`src/rtl/core/pbsr_pkg.sv`:
```
package pbsr_pkg;

  localparam int unsigned MHZ_W   = 13;
  localparam int unsigned KHZ_W   = 16;
  localparam int unsigned WORD_W  = 32;
  localparam int unsigned IDX_W   = 3;
  localparam int unsigned SCALE_W = 3;
  localparam int unsigned MULT_W  = 7;
  localparam int unsigned PROD_W  = 23;
  localparam int unsigned MM_W    = 20;
  localparam int unsigned QUOT_W  = 14;
  localparam int unsigned FRAC_W  = 10;
  localparam int unsigned INT_W   = 21;

  // Division by one thousand as a multiply by ceil(2^33 / 1000) and a shift.
  // Exact for every dividend below 2^23.
  localparam int unsigned RECIP_W     = 24;
  localparam int unsigned RECIP_SHIFT = 33;
  localparam int unsigned RECIP_PW    = PROD_W + RECIP_W;
  localparam logic [RECIP_W-1:0] RECIP_MUL = 24'd8589935;
  localparam logic [PROD_W-1:0]  THOUSAND  = 23'd1000;

  localparam logic [WORD_W-1:0] RESET_WORD_ONE   = 32'h0800_9F41;
  localparam logic [WORD_W-1:0] RESET_WORD_TWO   = 32'h0102_8E42;
  localparam logic [WORD_W-1:0] RESET_WORD_THREE = 32'h0000_04B3;
  localparam logic [WORD_W-1:0] RESET_WORD_FIVE  = 32'h0058_0005;
  localparam logic [SCALE_W-1:0] RESET_SCALE     = 3'd2;

  localparam logic [MHZ_W-1:0] EDGE_DIV8 = 13'd275;
  localparam logic [MHZ_W-1:0] EDGE_DIV4 = 13'd550;
  localparam logic [MHZ_W-1:0] EDGE_DIV2 = 13'd1100;
  localparam logic [MHZ_W-1:0] EDGE_DIV1 = 13'd2200;

  typedef enum logic [2:0] {
    REG_WORD_ONE   = 3'd0,
    REG_WORD_TWO   = 3'd1,
    REG_WORD_THREE = 3'd2,
    REG_WORD_FIVE  = 3'd3,
    REG_PFD_SCALE  = 3'd4
  } cfg_reg_t;

  typedef enum logic [2:0] {
    BAND_DIV16 = 3'd0,
    BAND_DIV8  = 3'd1,
    BAND_DIV4  = 3'd2,
    BAND_DIV2  = 3'd3,
    BAND_DIV1  = 3'd4
  } band_t;

  localparam logic [IDX_W-1:0] IDX_WORD5    = 3'd0;
  localparam logic [IDX_W-1:0] IDX_WORD4    = 3'd1;
  localparam logic [IDX_W-1:0] IDX_WORD3    = 3'd2;
  localparam logic [IDX_W-1:0] IDX_WORD2    = 3'd3;
  localparam logic [IDX_W-1:0] IDX_WORD1    = 3'd4;
  localparam logic [IDX_W-1:0] IDX_WORD0    = 3'd5;
  localparam logic [IDX_W-1:0] IDX_COMPUTED = 3'd6;

  typedef struct packed {
    logic [WORD_W-1:0] word_one;
    logic [WORD_W-1:0] word_two;
    logic [WORD_W-1:0] word_three;
    logic [WORD_W-1:0] word_five;
  } cfg_words_t;

  function automatic band_t pick_band(input logic [MHZ_W-1:0] mhz);
    band_t b;
    if (mhz < EDGE_DIV8) begin
      b = BAND_DIV16;
    end else if (mhz < EDGE_DIV4) begin
      b = BAND_DIV8;
    end else if (mhz < EDGE_DIV2) begin
      b = BAND_DIV4;
    end else if (mhz < EDGE_DIV1) begin
      b = BAND_DIV2;
    end else begin
      b = BAND_DIV1;
    end
    return b;
  endfunction

  function automatic logic [MULT_W-1:0] band_mult(input band_t b,
                                                  input logic [SCALE_W-1:0] scale);
    logic [MULT_W-1:0] s;
    s = MULT_W'(scale);
    case (b)
      BAND_DIV16: band_mult = s << 4;
      BAND_DIV8:  band_mult = s << 3;
      BAND_DIV4:  band_mult = s << 2;
      BAND_DIV2:  band_mult = s << 1;
      default:    band_mult = s;
    endcase
  endfunction

  function automatic logic [WORD_W-1:0] band_word4(input band_t b);
    case (b)
      BAND_DIV16: band_word4 = 32'h00C0_4024;
      BAND_DIV8:  band_word4 = 32'h00B0_4024;
      BAND_DIV4:  band_word4 = 32'h00A0_4024;
      BAND_DIV2:  band_word4 = 32'h0090_4024;
      default:    band_word4 = 32'h0080_4024;
    endcase
  endfunction

  function automatic logic [WORD_W-1:0] band_word0(input band_t b);
    case (b)
      BAND_DIV16: band_word0 = 32'h0FA0_0000;
      BAND_DIV8:  band_word0 = 32'h0FA0_0000;
      BAND_DIV4:  band_word0 = 32'h0FA0_0000;
      BAND_DIV2:  band_word0 = 32'h1068_0000;
      default:    band_word0 = 32'h08FC_0000;
    endcase
  endfunction

endpackage

```
`src/rtl/core/pbsr_cfg.sv`:
```
module pbsr_cfg (
  input  logic                        clk,
  input  logic                        rst,
  input  logic                        cfg_we,
  input  logic [2:0]                  cfg_index,
  input  logic [pbsr_pkg::WORD_W-1:0] cfg_data,
  output pbsr_pkg::cfg_words_t        words,
  output logic [pbsr_pkg::SCALE_W-1:0] scale
);
  import pbsr_pkg::*;

  always_ff @(posedge clk) begin
    if (rst) begin
      words.word_one   <= RESET_WORD_ONE;
      words.word_two   <= RESET_WORD_TWO;
      words.word_three <= RESET_WORD_THREE;
      words.word_five  <= RESET_WORD_FIVE;
      scale            <= RESET_SCALE;
    end else if (cfg_we) begin
      case (cfg_index)
        REG_WORD_ONE:   words.word_one   <= cfg_data;
        REG_WORD_TWO:   words.word_two   <= cfg_data;
        REG_WORD_THREE: words.word_three <= cfg_data;
        REG_WORD_FIVE:  words.word_five  <= cfg_data;
        REG_PFD_SCALE:  scale            <= cfg_data[SCALE_W-1:0];
        default: begin
        end
      endcase
    end
  end

endmodule

```
`src/rtl/core/pbsr_calc.sv`:
```
module pbsr_calc (
  input  logic                         clk,
  input  logic                         rst,
  input  logic [pbsr_pkg::SCALE_W-1:0] scale,
  input  logic                         in_valid,
  output logic                         in_ready,
  input  logic [pbsr_pkg::MHZ_W-1:0]   freq_mhz,
  input  logic [pbsr_pkg::KHZ_W-1:0]   freq_khz,
  output logic                         out_valid,
  input  logic                         out_ready,
  output pbsr_pkg::band_t              out_band,
  output logic [pbsr_pkg::WORD_W-1:0]  out_word0
);
  import pbsr_pkg::*;

  logic               s1_valid;
  logic [MHZ_W-1:0]   s1_mhz;
  logic [KHZ_W-1:0]   s1_khz;
  logic               s2_valid;
  band_t              s2_band;
  logic [PROD_W-1:0]  s2_prod;
  logic [MM_W-1:0]    s2_mm;
  logic               s3_valid;
  band_t              s3_band;
  logic [PROD_W-1:0]  s3_prod;
  logic [MM_W-1:0]    s3_mm;
  logic [QUOT_W-1:0]  s3_quot;

  logic               en1;
  logic               en2;
  logic               en3;
  band_t              s1_band;
  logic [MULT_W-1:0]  s1_mult;
  logic [RECIP_PW-1:0] recip_prod;
  logic [INT_W-1:0]   integer_part;
  logic [PROD_W-1:0]  quot_k;
  logic [FRAC_W-1:0]  fraction;

  assign en3      = !s3_valid || out_ready;
  assign en2      = !s2_valid || en3;
  assign en1      = !s1_valid || en2;
  assign in_ready = en1;

  assign s1_band    = pick_band(s1_mhz);
  assign s1_mult    = band_mult(s1_band, scale);
  assign recip_prod = RECIP_PW'(s2_prod) * RECIP_PW'(RECIP_MUL);

  always_ff @(posedge clk) begin
    if (rst) begin
      s1_valid <= 1'b0;
      s2_valid <= 1'b0;
      s3_valid <= 1'b0;
    end else begin
      if (en1) begin
        s1_valid <= in_valid;
      end
      if (en2) begin
        s2_valid <= s1_valid;
      end
      if (en3) begin
        s3_valid <= s2_valid;
      end
    end
  end

  always_ff @(posedge clk) begin
    if (en1 && in_valid) begin
      s1_mhz <= freq_mhz;
      s1_khz <= freq_khz;
    end
    if (en2 && s1_valid) begin
      s2_band <= s1_band;
      s2_prod <= PROD_W'(s1_mult) * PROD_W'(s1_khz);
      s2_mm   <= MM_W'(s1_mult) * MM_W'(s1_mhz);
    end
    if (en3 && s2_valid) begin
      s3_band <= s2_band;
      s3_prod <= s2_prod;
      s3_mm   <= s2_mm;
      s3_quot <= recip_prod[RECIP_PW-1:RECIP_SHIFT];
    end
  end

  assign integer_part = INT_W'(s3_mm) + INT_W'(s3_quot);
  assign quot_k       = PROD_W'(s3_quot) * THOUSAND;
  assign fraction     = FRAC_W'(s3_prod - quot_k);

  assign out_valid = s3_valid;
  assign out_band  = s3_band;
  assign out_word0 = {integer_part[16:0], 15'd0} + {19'd0, fraction, 3'd0};

endmodule

```
`src/rtl/core/pbsr_seq.sv`:
```
module pbsr_seq (
  input  logic                        clk,
  input  logic                        rst,
  input  pbsr_pkg::cfg_words_t        words,
  input  logic                        in_valid,
  output logic                        in_ready,
  input  pbsr_pkg::band_t             in_band,
  input  logic [pbsr_pkg::WORD_W-1:0] in_word0,
  output logic                        m_axis_tvalid,
  input  logic                        m_axis_tready,
  output logic [pbsr_pkg::WORD_W-1:0] m_axis_tdata,
  output logic [pbsr_pkg::IDX_W-1:0]  m_axis_tuser,
  output logic                        m_axis_tlast
);
  import pbsr_pkg::*;

  logic              active;
  band_t             band;
  logic [WORD_W-1:0] word0;
  logic [IDX_W-1:0]  idx;
  logic              out_load;
  logic              finishing;
  logic [WORD_W-1:0] sel_word;

  assign out_load  = active && (!m_axis_tvalid || m_axis_tready);
  assign finishing = out_load && (idx == IDX_COMPUTED);
  assign in_ready  = !active || finishing;

  always_comb begin
    case (idx)
      IDX_WORD5: sel_word = words.word_five;
      IDX_WORD4: sel_word = band_word4(band);
      IDX_WORD3: sel_word = words.word_three;
      IDX_WORD2: sel_word = words.word_two;
      IDX_WORD1: sel_word = words.word_one;
      IDX_WORD0: sel_word = band_word0(band);
      default:   sel_word = word0;
    endcase
  end

  always_ff @(posedge clk) begin
    if (rst) begin
      active        <= 1'b0;
      idx           <= IDX_WORD5;
      m_axis_tvalid <= 1'b0;
    end else begin
      if (in_valid && in_ready) begin
        active <= 1'b1;
        idx    <= IDX_WORD5;
      end else if (finishing) begin
        active <= 1'b0;
      end else if (out_load) begin
        idx <= idx + 1'b1;
      end
      if (out_load) begin
        m_axis_tvalid <= 1'b1;
      end else if (m_axis_tready) begin
        m_axis_tvalid <= 1'b0;
      end
    end
  end

  always_ff @(posedge clk) begin
    if (in_valid && in_ready) begin
      band  <= in_band;
      word0 <= in_word0;
    end
    if (out_load) begin
      m_axis_tdata <= sel_word;
      m_axis_tuser <= idx;
      m_axis_tlast <= (idx == IDX_COMPUTED);
    end
  end

endmodule

```
`src/rtl/core/pll_band_select_register_words_unit.sv`:
```
// Turns a target frequency (whole MHz plus a kHz offset) into the seven
// 32-bit synthesizer register words: configured word 5, the output band's
// word 4, configured words 3 down to 1, the band's fixed word 0, then the
// computed word 0 with integer and fraction fields, tagged 0 to 6 in tuser
// and marked by tlast on the seventh. The output register sends one word
// per cycle while tready is high, and the word sequencer takes the next
// item as the last word of the one before is loaded; the arithmetic runs
// in a three-stage pipeline ahead of the word sequencer. Configuration
// writes land at once and must be made while idle.
module pll_band_select_register_words_unit (
  input  logic        clk,
  input  logic        rst,
  input  logic        cfg_we,
  input  logic [2:0]  cfg_index,
  input  logic [31:0] cfg_data,
  input  logic        s_axis_tvalid,
  output logic        s_axis_tready,
  input  logic [31:0] s_axis_tdata,   // freq_mhz [12:0], freq_khz [28:13], zero pad
  output logic        m_axis_tvalid,
  input  logic        m_axis_tready,
  output logic [31:0] m_axis_tdata,   // reg_word [31:0]
  output logic [2:0]  m_axis_tuser,   // word_index [2:0]
  output logic        m_axis_tlast
);
  import pbsr_pkg::*;

  cfg_words_t         words;
  logic [SCALE_W-1:0] scale;
  logic               calc_valid;
  logic               calc_ready;
  band_t              calc_band;
  logic [WORD_W-1:0]  calc_word0;

  pbsr_cfg u_cfg (
    .clk       (clk),
    .rst       (rst),
    .cfg_we    (cfg_we),
    .cfg_index (cfg_index),
    .cfg_data  (cfg_data),
    .words     (words),
    .scale     (scale)
  );

  pbsr_calc u_calc (
    .clk       (clk),
    .rst       (rst),
    .scale     (scale),
    .in_valid  (s_axis_tvalid),
    .in_ready  (s_axis_tready),
    .freq_mhz  (s_axis_tdata[MHZ_W-1:0]),
    .freq_khz  (s_axis_tdata[MHZ_W+KHZ_W-1:MHZ_W]),
    .out_valid (calc_valid),
    .out_ready (calc_ready),
    .out_band  (calc_band),
    .out_word0 (calc_word0)
  );

  pbsr_seq u_seq (
    .clk           (clk),
    .rst           (rst),
    .words         (words),
    .in_valid      (calc_valid),
    .in_ready      (calc_ready),
    .in_band       (calc_band),
    .in_word0      (calc_word0),
    .m_axis_tvalid (m_axis_tvalid),
    .m_axis_tready (m_axis_tready),
    .m_axis_tdata  (m_axis_tdata),
    .m_axis_tuser  (m_axis_tuser),
    .m_axis_tlast  (m_axis_tlast)
  );

endmodule

```
`config.mk`:
```
export PLATFORM = sky130hd
export DESIGN_NAME = pll_band_select_register_words_unit
export DESIGN_NICKNAME = d
export VERILOG_FILES = /design/src/rtl/core/pbsr_pkg.sv /design/src/rtl/core/pbsr_cfg.sv /design/src/rtl/core/pbsr_calc.sv /design/src/rtl/core/pbsr_seq.sv /design/src/rtl/core/pll_band_select_register_words_unit.sv
export SDC_FILE = /design/constraint.sdc
export NUM_CORES = 1
export LEC_CHECK = 0
export BUFFER_PORTS_ARGS = -buffer_cell sky130_fd_sc_hd__buf_2
export CAP_MARGIN = 30
export CELL_PAD_IN_SITES_DETAIL_PLACEMENT = 0
export CELL_PAD_IN_SITES_GLOBAL_PLACEMENT = 1
export CORE_ASPECT_RATIO = 0.7
export CORE_MARGIN = 2
export CORE_UTILIZATION = 46
export CTS_CLUSTER_SIZE = 20
export DETAILED_ROUTE_END_ITERATION = 8
export HOLD_SLACK_MARGIN = 0.08
export PLACE_DENSITY_LB_ADDON = 0.1
export SYNTH_ARGS = -nofsm -noshare
export SYNTH_HDL_FRONTEND = slang
export SYNTH_SLANG_ARGS = --single-unit
export TNS_END_PERCENT = 100
```
`constraint.sdc`:
```
create_clock -name clk -period 6.5 [get_ports clk]
set_input_delay 0.325 -clock clk [delete_from_list [all_inputs] [get_ports clk]]
set_output_delay 0.325 -clock clk [all_outputs]
set_load 0.005 [all_outputs]
```
-- Word-level counts from Yosys, hierarchy flattened
Index checks and enable logic that the tools add are counted.
- bitwise gates (word level): 1
- eq/ne operators: 16
- add/subtract/negate cells: 4
- multiply operators: 4
- muxes and demuxes: 12
- $lt $le $gt $ge: 4
- reductions and logical operators: 30
- operator list (operator ; number):
    $pmux 32 s6 ; 1
    $pmux 23 s4 ; 1
    $pmux 29 s2 ; 1
    $mul 23x24->47 const B ; 1
    $add 32x13->32 ; 1
    $pmux 7 s4 ; 1
    $eq 3x2->1 const B ; 8
    $mul 7x16->23 ; 1
    $add 17x14->17 ; 1
    $mul 7x13->17 ; 1
    $mul 14x7->7 const B ; 1
    $lt 13x10->1 const B ; 1
    $lt 13x11->1 const B ; 1
    $lt 13x12->1 const B ; 1
    $lt 13x9->1 const B ; 1
    $eq 3x1->1 const B ; 4
    $eq 3x3->1 const B ; 4
    $logic_not 3->1 ; 4
    $mux 3 ; 4
    $reduce_and 2->1 ; 6
    $sub 10x10->10 ; 1
    $logic_and 1x1->1 ; 6
    $logic_not 1->1 ; 5
    $logic_or 1x1->1 ; 5
    6 further kinds ; 10
- flip-flop bits (word level): 326
- logic and storage cells: 96
- output and inout port bits: 38
- input bits: 72

-- Depth between registers and ports, before layout
- depth in word-level cells: 9
- mapped depth: 26
- mapped depth without buffers: 24

-- Cells and area by module
A second synthesis with hierarchy kept.
- cells, all modules: 2573
- area total of the unflattened synthesis: 28071.9 um^2
- by module, submodules not included (module ; area each (um^2) ; instances ; sequential area each (um^2) ; cells each):
    pbsr_calc ; 19099.6 ; 1 ; 3543.4 ; 1798
    pbsr_cfg ; 5251.3 ; 1 ; 2622.5 ; 488
    pbsr_seq ; 3721.1 ; 1 ; 2232.1 ; 287

-- Worst setup path after synthesis
Ideal clock, no wire load.
- kind: register to register
- start point: reg u_calc.s2_prod[20]
- end point: reg u_calc.s3_quot[13], data pin
- required time: 6.246 ns
- arrival time: 6.406 ns
- path buffers: 0
- period minus slack after synthesis: 6.660 ns
- stages on the path, launching flop included: 19
- path slack: -0.160 ns
- library setup time: 0.254 ns
- path through: edfxtp_1 > fa_1 > inv_1 > fa_1 > fa_1 > fa_1 > fa_1 > inv_1 > fa_1 > fa_1 > ha_1 > o211ai_1 > o211ai_1 > a221o_2 > or4_4 > nand3_1 > o211ai_2 > a311o_1 > a21o_1
- cells in the longest elaborated chain, start to end: 1
- ends and longest elaborated chain (what ; line ; text):
    from (decl) ; pbsr_calc.sv:21 ; logic [PROD_W-1:0] s2_prod;
    from (signal assigned) ; pbsr_calc.sv:73 ; s2_prod <= PROD_W'(s1_mult) * PROD_W'(s1_khz);
    $mul 23x24->47 ; pbsr_calc.sv:46 ; assign recip_prod = RECIP_PW'(s2_prod) * RECIP_PW'(RECIP_MUL);
    named net u_calc.recip_prod[46] ; pbsr_calc.sv:34 ; logic [RECIP_PW-1:0] recip_prod;
    to (signal assigned) ; pbsr_calc.sv:80 ; s3_quot <= recip_prod[RECIP_PW-1:RECIP_SHIFT];
    to (decl) ; pbsr_calc.sv:27 ; logic [QUOT_W-1:0] s3_quot;
The timed path passes the listed nets, and every way through them passes these cells.
A chain may end at the register's enable or synchronous reset.

-- Worst setup path in the final report
- start point: reg u_calc.s2_prod[22]
- end point: reg u_calc.s3_quot[13], data pin
Same word-level chain as after synthesis.

==> results_dict.tcl <==
set metrics [dict create \
    status "finished, violations left" \
    violations "setup timing" \
    grt_pass1_wl_um 108000 \
    cp-startpoint "u_calc.s2_prod[22]$_DFFE_PP_" \
    r2r_start "u_calc.s2_prod[22]$_DFFE_PP_" \
    synth_ff_type "edfxtp_1" \
    synth_cells 2646 \
    synth_warnings 0 \
    seqCellArea_mm2 0.00825 \
    yosysTopAreaCell "fa_1" \
    htree_levels 2 \
    synth_area_leaders "fa_1, edfxtp_1, ha_1, dfxtp_1, inv_1" \
    io_pins 110 \
    clk_pin_slew_ns 0.06 \
    crit_top_cell "fa_1" \
    start_kind "register" \
    cp.buffers_inverters 2 \
    path_depth 18 \
    critical_path_class "register to register" \
    vias 19300 \
    setup_viol 6 \
    hold_depth 4 \
    grt_pass1_vias 20100 \
    dp.cells 3580 \
    slowest_delay_ns 0.60 \
    drc 0 \
    ff2ff_setup_slack_ns -0.14 \
    avgSynthCellArea_um2 10.2 \
    place_congestion 0.883 \
    dp_hpwl_um 51400 \
    multi_input_area_mm2 0.0172 \
    layoutNonFillerInstCount 3729 \
    initial_core_util 0.463 \
    ff2ff_path_depth 18 \
    drt_iter0_drc 1304 \
    grt_overflow 0 \
    ys_async_sr_fraction 0 \
    cp_max_fo 4 \
    placed_area_mm2 0.0294 \
    tightest_slew_ns 0.967 \
    crit_chain "fa_1 -> inv_2 -> fa_1 -> fa_1 -> fa_1 -> fa_1 -> inv_2 -> fa_1 -> fa_1 -> ha_4 -> o211ai_1 -> o211ai_1 -> a221o_2 -> or4_4 -> nand3_4 -> o211ai_2 -> a311o_1 -> a21o_1" \
    fillers 5147 \
    cts-root-buf "clkbuf_16" \
    fin_area_mm2 0.0318 \
    critPathTopFamily "adder cells" \
    fin_crit_ns 6.64 \
    max_freq_mhz 151 \
    antenna_left 0 \
    cts_max_path_buffers 3 \
    cts_tree "yes" \
    die-area_mm2 0.0605 \
    rows 74 \
    avgViaCountPerCell 5.19 \
    worst_r2r_endpoint "u_calc.s3_quot[13]$_DFFE_PP_" \
    finalClockSkew_ns 0.0320 \
    syn-cell-area_mm2 0.0269 \
    cts.sink_count 321 \
    whs_ns 0.136 \
    grt_max_degree 76 \
    crit_end "u_calc.s3_quot[13]$_DFFE_PP_" \
    die_height_um 206 \
    maxCapViolCount 0 \
    finalHoldViolCount 0 \
    synth-edff-count 182 \
    routedWlPerCell_um 18.2 \
    final_core_util 0.546 \
    seq_area_frac_synth 0.306 \
    holdCritPathClass "input pin to register" \
    rsz0062_at_grt "true" \
    worstSetupEndpointType "register" \
    final_nets 3637 \
    slew_headroom 0.356 \
    min_period_over_period 1.02 \
    synth_cell_types 75 \
    drive_gt1_frac 0.157 \
    synthToLayoutAreaGrowth_pct 17.9 \
    clock_latency_ns 0.57 \
    portBuffers 106 \
    coreArea_mm2 0.0581 \
    critPathArrivalTime_ns 6.94 \
    cp_slowest_cell "fa_1" \
    wl_um 68000 \
    die_w_um 293 \
    synth_top_area_share 0.209 \
    final_max_slew_viol_count 0 \
    worst_slack_ns -0.142 \
    first_pass_iters 7 \
    num_antenna_cells 0 \
    required_ns 6.80 \
    cts_made_buffers 35 \
    antenna_found_initial 1 \
    ys_ff_latch 321 \
    grt_usage 0.228 \
]
==> cells in the final DEF (no fill, tap or decap), types with 8 or more instances in the layout <==
master / count
a21o_1: 30
a21oi_1: 170
a21oi_2: 9
a222oi_1: 24
a31oi_1: 10
and2_1: 112
and3_1: 33
buf_2: 105
buf_4: 170
clkbuf_1: 8
clkbuf_16: 36
dfxtp_1: 138
dlygate4sd3_1: 62
edfxtp_1: 182
fa_1: 276
ha_1: 333
inv_1: 419
mux2_2: 25
nand2_1: 347
nand3_1: 12
nand3b_1: 31
nor2_1: 72
nor2b_1: 11
nor3_1: 20
o21a_1: 11
o21ai_0: 27
or2_2: 9
xnor2_1: 52
xor2_1: 22
==> worst min path at each step <==
| stage | start | end | slack (ns) |
|---|---|---|---|
| floorplan | u_calc.s2_band[0]$_DFFE_PP_ | u_calc.out_band[0]$_DFFE_PP_ | 0.40 |
| global route | m_axis_tready | u_seq.m_axis_tvalid$_SDFFE_PP0P_ | 0.18 |
| finish | m_axis_tready | u_seq.m_axis_tvalid$_SDFFE_PP0P_ | 0.14 |
| global placement | u_calc.s2_mm[12]$_DFFE_PP_ | u_calc.s3_mm[12]$_DFFE_PP_ | 0.40 |
| detailed placement | u_calc.s3_prod[1]$_DFFE_PP_ | u_seq.word0[4]$_DFFE_PP_ | 0.40 |
| CTS | m_axis_tready | u_seq.m_axis_tvalid$_SDFFE_PP0P_ | 0.13 |
==> metal layers <==
layer | vias to the layer above | part of all wire | GRT usage
met5 | - | 0 | 0
met1 | 9532 | 0.50 | 0.339
met3 | 84 | 0.046 | 0.0361
met2 | 390 | 0.44 | 0.350
met4 | 0 | 0.018 | 0.0488
li1 | 9340 | - | -
==> layout make-up <==
type                    instances  share of cell area
multi-input cells            1812               0.541
flip-flops and latches        321               0.260
repair buffers                350              0.0828
inverters                     422              0.0499
clock buffers                  46              0.0302
well taps                     760              0.0299
clock inverters                18             0.00615
==> cells in the mapped netlist (all sizes together), types with 5 or more instances <==
master,instances
inv,422
nand2,350
ha,342
fa,281
edfxtp,182
a21oi,179
dfxtp,139
and2,114
clkbuf,80
nor2,76
xnor2,54
o21ai,36
and3,35
nand3b,31
a21o,30
mux2,25
a222oi,24
nor3,23
xor2,22
nor2b,18
nand3,15
a31oi,13
buf,13
o21a,11
or2,9
a211o,8
a211oi,7
nand4,7
o211ai,7
or3,7
a2111o,5
a22o,5
a22oi,5
and4,5
mux2i,5
nand2b,5
o21bai,5
o31ai,5
==> tightest hold or removal path, cell delays in order <==
cell and delay, ns:
buf_2 0.09, nor2b_1 0.08, nor2_1 0.09, nor2_1 0.05
==> flip-flops by register name (all words and copies together), names as in the netlist, 3 cells and up <==
signal / cells
u_calc.s3_quot: 14
u_calc.s1_mhz: 13
u_seq.m_axis_tdata: 32
u_calc.s1_khz: 16
u_calc.s2_mm: 17
u_seq.word0: 27
u_seq.m_axis_tuser: 3
u_calc.s3_mm: 17
u_calc.out_band: 3
u_cfg.scale: 3
u_calc.s2_prod: 23
u_calc.s2_band: 3
u_seq.band: 3
u_cfg.words: 128
u_calc.s3_prod: 10
u_seq.idx: 3
==> stage by stage <==
stage,setup WS (ns),setup TNS (ns)
floorplan,0.0514,0
global placement,-0.255,-1.18
detailed placement,-0.400,-2.85
CTS,-0.223,-0.807
global route,-0.328,-2.39
finish,-0.142,-0.528
==> cell families after synthesis <==
group	count (synthesis)	synth area share
AOI/OAI and AO/OA	375	0.0913
xor gates and xnor gates	76	0.0247
adders and majority gates	623	0.368
buffers and inverters	515	0.0724
DFF	321	0.306
muxes	30	0.0123
other	2	0.000279
and+or+nand+nor	704	0.125
==> repair_timing <==
action	in CTS	in global routing
gates resized for setup	16	73
pin swaps	29	73
setup buffers	5	18
hold endpoints to repair	157	0
hold buffers	62	0
endpoints found under the setup margin	16	28
Power is not shown: default switching activity piles up to over one toggle a cycle in this logic, so the estimate is an artifact.
